## src/sv/satlb_pkg.sv

```systemverilog
// shared types, constants and command/status structs for the tlb
`timescale 1ns / 1ps

package satlb_pkg;

  // default geometry
  localparam int unsigned SETS_DEF      = 16;
  localparam int unsigned WAYS_DEF      = 4;
  localparam int unsigned PAGE_BITS_DEF = 12;

  // fixed field widths
  localparam int unsigned ADDR_W     = 64;
  localparam int unsigned FUNC_W     = 2;
  localparam int unsigned RANK_OUT_W = 3;
  localparam int unsigned IN_DATA_W  = 136;
  localparam int unsigned OUT_DATA_W = 72;

  // item kinds carried on the input tuser
  typedef enum logic [FUNC_W-1:0] {
    FUNC_XLATE = 2'd0,
    FUNC_PEEK  = 2'd1,
    FUNC_CLEAR = 2'd2,
    FUNC_RSVD  = 2'd3
  } func_e;

  // controller states
  typedef enum logic [2:0] {
    ST_CLEAR = 3'd0,
    ST_IDLE  = 3'd1,
    ST_MOD   = 3'd2,
    ST_LOOK  = 3'd3,
    ST_DONE  = 3'd4
  } state_e;

  // controller to datapath
  typedef struct packed {
    logic in_ready;
    logic load_item;
    logic rd_en;
    logic look_en;
    logic resp_en;
    logic clr_step;
  } cmd_t;

  // datapath to controller
  typedef struct packed {
    logic mod_done;
    logic is_clear;
    logic clr_last;
    logic out_busy;
  } status_t;

endpackage

```

## src/sv/satlb_ctrl.sv

```systemverilog
// sequencing state machine for the tlb
`timescale 1ns / 1ps

module satlb_ctrl import satlb_pkg::*; (
  input  logic    clk_i,
  input  logic    rst_ni,
  input  logic    in_valid_i,
  input  status_t status_i,
  output cmd_t    cmd_o
);

  state_e state_q, state_d;

  // state register, reset starts with the clearing sweep
  always_ff @(posedge clk_i or negedge rst_ni) begin
    if (!rst_ni) begin
      state_q <= ST_CLEAR;
    end else begin
      state_q <= state_d;
    end
  end

  // next state
  always_comb begin
    state_d = state_q;
    unique case (state_q)
      ST_CLEAR: if (status_i.clr_last) state_d = ST_IDLE;
      ST_IDLE:  if (in_valid_i) state_d = ST_MOD;
      ST_MOD:   if (status_i.mod_done) state_d = ST_LOOK;
      ST_LOOK:  state_d = ST_DONE;
      ST_DONE: begin
        if (!status_i.out_busy) begin
          state_d = status_i.is_clear ? ST_CLEAR : ST_IDLE;
        end
      end
      default:  state_d = ST_IDLE;
    endcase
  end

  // command outputs
  always_comb begin
    cmd_o = '0;
    unique case (state_q)
      ST_CLEAR: cmd_o.clr_step = 1'b1;
      ST_IDLE: begin
        cmd_o.in_ready  = 1'b1;
        cmd_o.load_item = in_valid_i;
      end
      ST_MOD:   cmd_o.rd_en = status_i.mod_done;
      ST_LOOK:  cmd_o.look_en = 1'b1;
      ST_DONE:  cmd_o.resp_en = !status_i.out_busy;
      default:  cmd_o = '0;
    endcase
  end

`ifndef SYNTHESIS
  // an accepted transaction always moves on to set index computation
  a_accept_to_mod: assert property (@(posedge clk_i) disable iff (!rst_ni)
    cmd_o.load_item |=> state_q == ST_MOD)
    else $error("accepted transaction did not enter set index phase");
`endif

endmodule

```

## config.mk

```make
export PLATFORM = sky130hd
export DESIGN_NAME = satlb_ctrl
export DESIGN_NICKNAME = d
export VERILOG_FILES = /design/src/sv/satlb_pkg.sv /design/src/sv/satlb_ctrl.sv
export SDC_FILE = /design/constraint.sdc
export NUM_CORES = 1
export LEC_CHECK = 0
export BUFFER_PORTS_ARGS = -buffer_cell sky130_fd_sc_hd__buf_2
export CORE_AREA = 5 5 42 44
export CTS_CLUSTER_SIZE = 10
export DETAILED_ROUTE_END_ITERATION = 6
export DIE_AREA = 0 0 47 49
export GPL_ROUTABILITY_DRIVEN = 0
export GPL_TIMING_DRIVEN = 0
export PLACE_DENSITY_LB_ADDON = 0.15
export SLEW_MARGIN = 0
export SYNTH_ARGS = -nofsm -noshare
export SYNTH_HDL_FRONTEND = slang
export SYNTH_SLANG_ARGS = --single-unit
```

## constraint.sdc

```tcl
create_clock -name clk_i -period 1.4 [get_ports clk_i]
set_input_delay 0.21 -clock clk_i [delete_from_list [all_inputs] [get_ports clk_i]]
set_output_delay 0.21 -clock clk_i [all_outputs]
set_load 0.01 [all_outputs]
```

==> metrics <==
critical path required time=1.19 ns; sequential fraction of the synthesis area=38.0%; vias in the first global route=245; Netlist Area Pre-Place=198 um^2; CP Launch Type=register; Port Buffers=12; count of final hold-check violations=0; Ant. Diodes=0; Clock Latency Late Sink=0.23 ns; synth top area cells=dfrtp_1, nor2_1, a21oi_1; maximum vdd drop=0.480 mV; WL final=625 um; Mapped Avg Cell Area=7.32 um^2; Die H=49 um; post-synthesis cell count=27; async set-reset flop share out of synthesis=100%; Crit path largest cell delay=0.42 ns; Num CTS Buffers=3; Ys Warns=0; antenna viol nets, final=0; Pwr Total=794 uW; Placed Instance Area=278 um^2; final instance area=364 um^2; starting density of the core=14.1%; MaxCap Viol Count=0; Mapped Nets=34; Synth cell types=15; final clock skew=0.00237 ns; first-pass GRT wire length=1.03 mm; Net count, final=53; Vias/cell=4.00; Worst-Margin Slew=0.184 ns; crit path cell chain=inv_4 -> nor3_4 -> and2_1 -> buf_2; Rel. slew slack=87.7%; P per Cell Area=2180 mW/mm^2; largest net degree at the start of global routing=11; Tot GR Track Use=6.55%; r2r setup slk=0.16 ns; CTS tree=built; Max Buffers Root-to-Sink=2; Largest Register=state_q; RSZ-0062 raised after global routing=true; Layout area overhead=84.2%; Die Area=0.00230 mm^2; post-synth top area share=38.0%; H-tree levels=1; detailed-route wire length per cell=10.2 um; number of synthesized flops with an enable pin=0; CP max FO=5; Max Clk Rate=727 MHz; Final Max Slew Viols=0; Ports=13; CP arrival=1.17 ns; period utilization=98.3%; DR iter-0 viols=2; register clock-pin slew on the reported worst setup and hold paths=0.04 ns; number of flip-flops in the largest register=3; grt ovf=0; # clock sinks=3; Seq cells post-synth=3; Lkg Pwr=0.177 nW; initial antenna violation count=0; Root Buffer=clkbuf_4; critical path capture point type=output port; Core ar.=0.00140 mm^2; FP Rows=14; Vias=244; Initial DRT Pass Iterations=3; top_reg_cell synth=dfrtp_1; most numerous cell in the Yosys netlist=nor2_1; DRC Markers=0; chip width=47 um; ratio of cells with drive above 1 in the final layout=55.6%; Crit-path slowest cell=dfrtp_2; DP HPWL=446 um; Final min period=1.38 ns; post-synth top area cell=dfrtp_1; status=finished, final reports clean; HP Class=in -> reg; Synth top cells by count=nor2_1, a21oi_1, dfrtp_1, nor3_1; Final Setup Violations=0; worst setup path category=reg -> out; final setup TNS=0 ns; top flop regs=state_q: 3 flops
==> per-layer routing <==
| layer | GRT usage [%] | part of all wire, % |
|---|---|---|
| met1 | 7.05 | 39 |
| met2 | 8.82 | 51 |
| met3 | 3.69 | 6.6 |
| met4 | 5.53 | 3.0 |
| met5 | 0 | 0 |
==> through the flow <==
step	setup slack, ns	utilization, %	hold WS [ns]	std cells
after floorplan	0.117	-	-0.0856	27
after global placement	0.194	19.8	0.00876	55
after detailed placement	0.187	19.8	0.00696	55
after CTS	-0.0151	23.5	0.261	60
after global routing	-0.0646	26.0	0.262	61
final	0.0238	26.0	0.267	61
==> layout make-up <==
cell class | count | area [um^2]
Fill cell | 168 | 1040
Multi-Input combinational cell | 20 | 134
Timing Repair Buffer | 15 | 85.1
Sequential cell | 3 | 77.6
Clock buffer | 4 | 26.3
Tap cell | 16 | 20.0
Buffer | 1 | 11.3
Inverter | 2 | 10.0
==> where the power goes <==
group	internal, mW	leakage, nW	switching [mW]	total [mW]
Clock	0.107	0.0150	0.0437	0.150
Combinational	0.220	0.126	0.223	0.443
Sequential	0.132	0.0359	0.0690	0.201
==> repair_timing <==
action / in CTS / in global routing
buffers inserted: 0 / 2
setup endpoints to repair: 3 / 4
hold endpoints to repair: 3 / 0
hold buffers: 1 / 0
pin swaps: 0 / 3
gates resized for setup: 4 / 7
==> cell families (layout without fill, tap and decap cells) <==
kind of cell | after synthesis | after routing | synth area share, %
simple gates | 14 | 14 | 34.8
compound gates | 6 | 6 | 18.4
buf+inv | 4 | 22 | 8.86
flops | 3 | 3 | 38.0
==> cells in the final DEF, fill, tap and decap left out, types with 2 or more instances in the layout <==
| cell | count |
|---|---|
| a21oi_1 | 3 |
| buf_2 | 12 |
| buf_4 | 2 |
| clkbuf_4 | 3 |
| dfrtp_2 | 2 |
| nand2_1 | 2 |
| nor2_1 | 4 |
==> worst paths after layout <==
kind,start,cells after the start,endpoint
worst min-delay path,in_valid_i,3,state_q[1]
min in group asynchronous,rst_ni,2,state_q[1]
worst max register to register,state_q[1],3,state_q[0]
worst min register to register,state_q[2],2,state_q[1]
max in group asynchronous,rst_ni,2,state_q[0]
worst max-delay path,state_q[0],4,cmd_o[4]
==> worst max-delay path, delay by kind of cell (launching register included) <==
| family | cells | cell delay [ns] |
|---|---|---|
| buffers and inverters | 2 | 0.19 |
| flip-flops | 1 | 0.42 |
| AND/OR/NAND/NOR | 2 | 0.32 |
(Power assumes the default switching activity.)
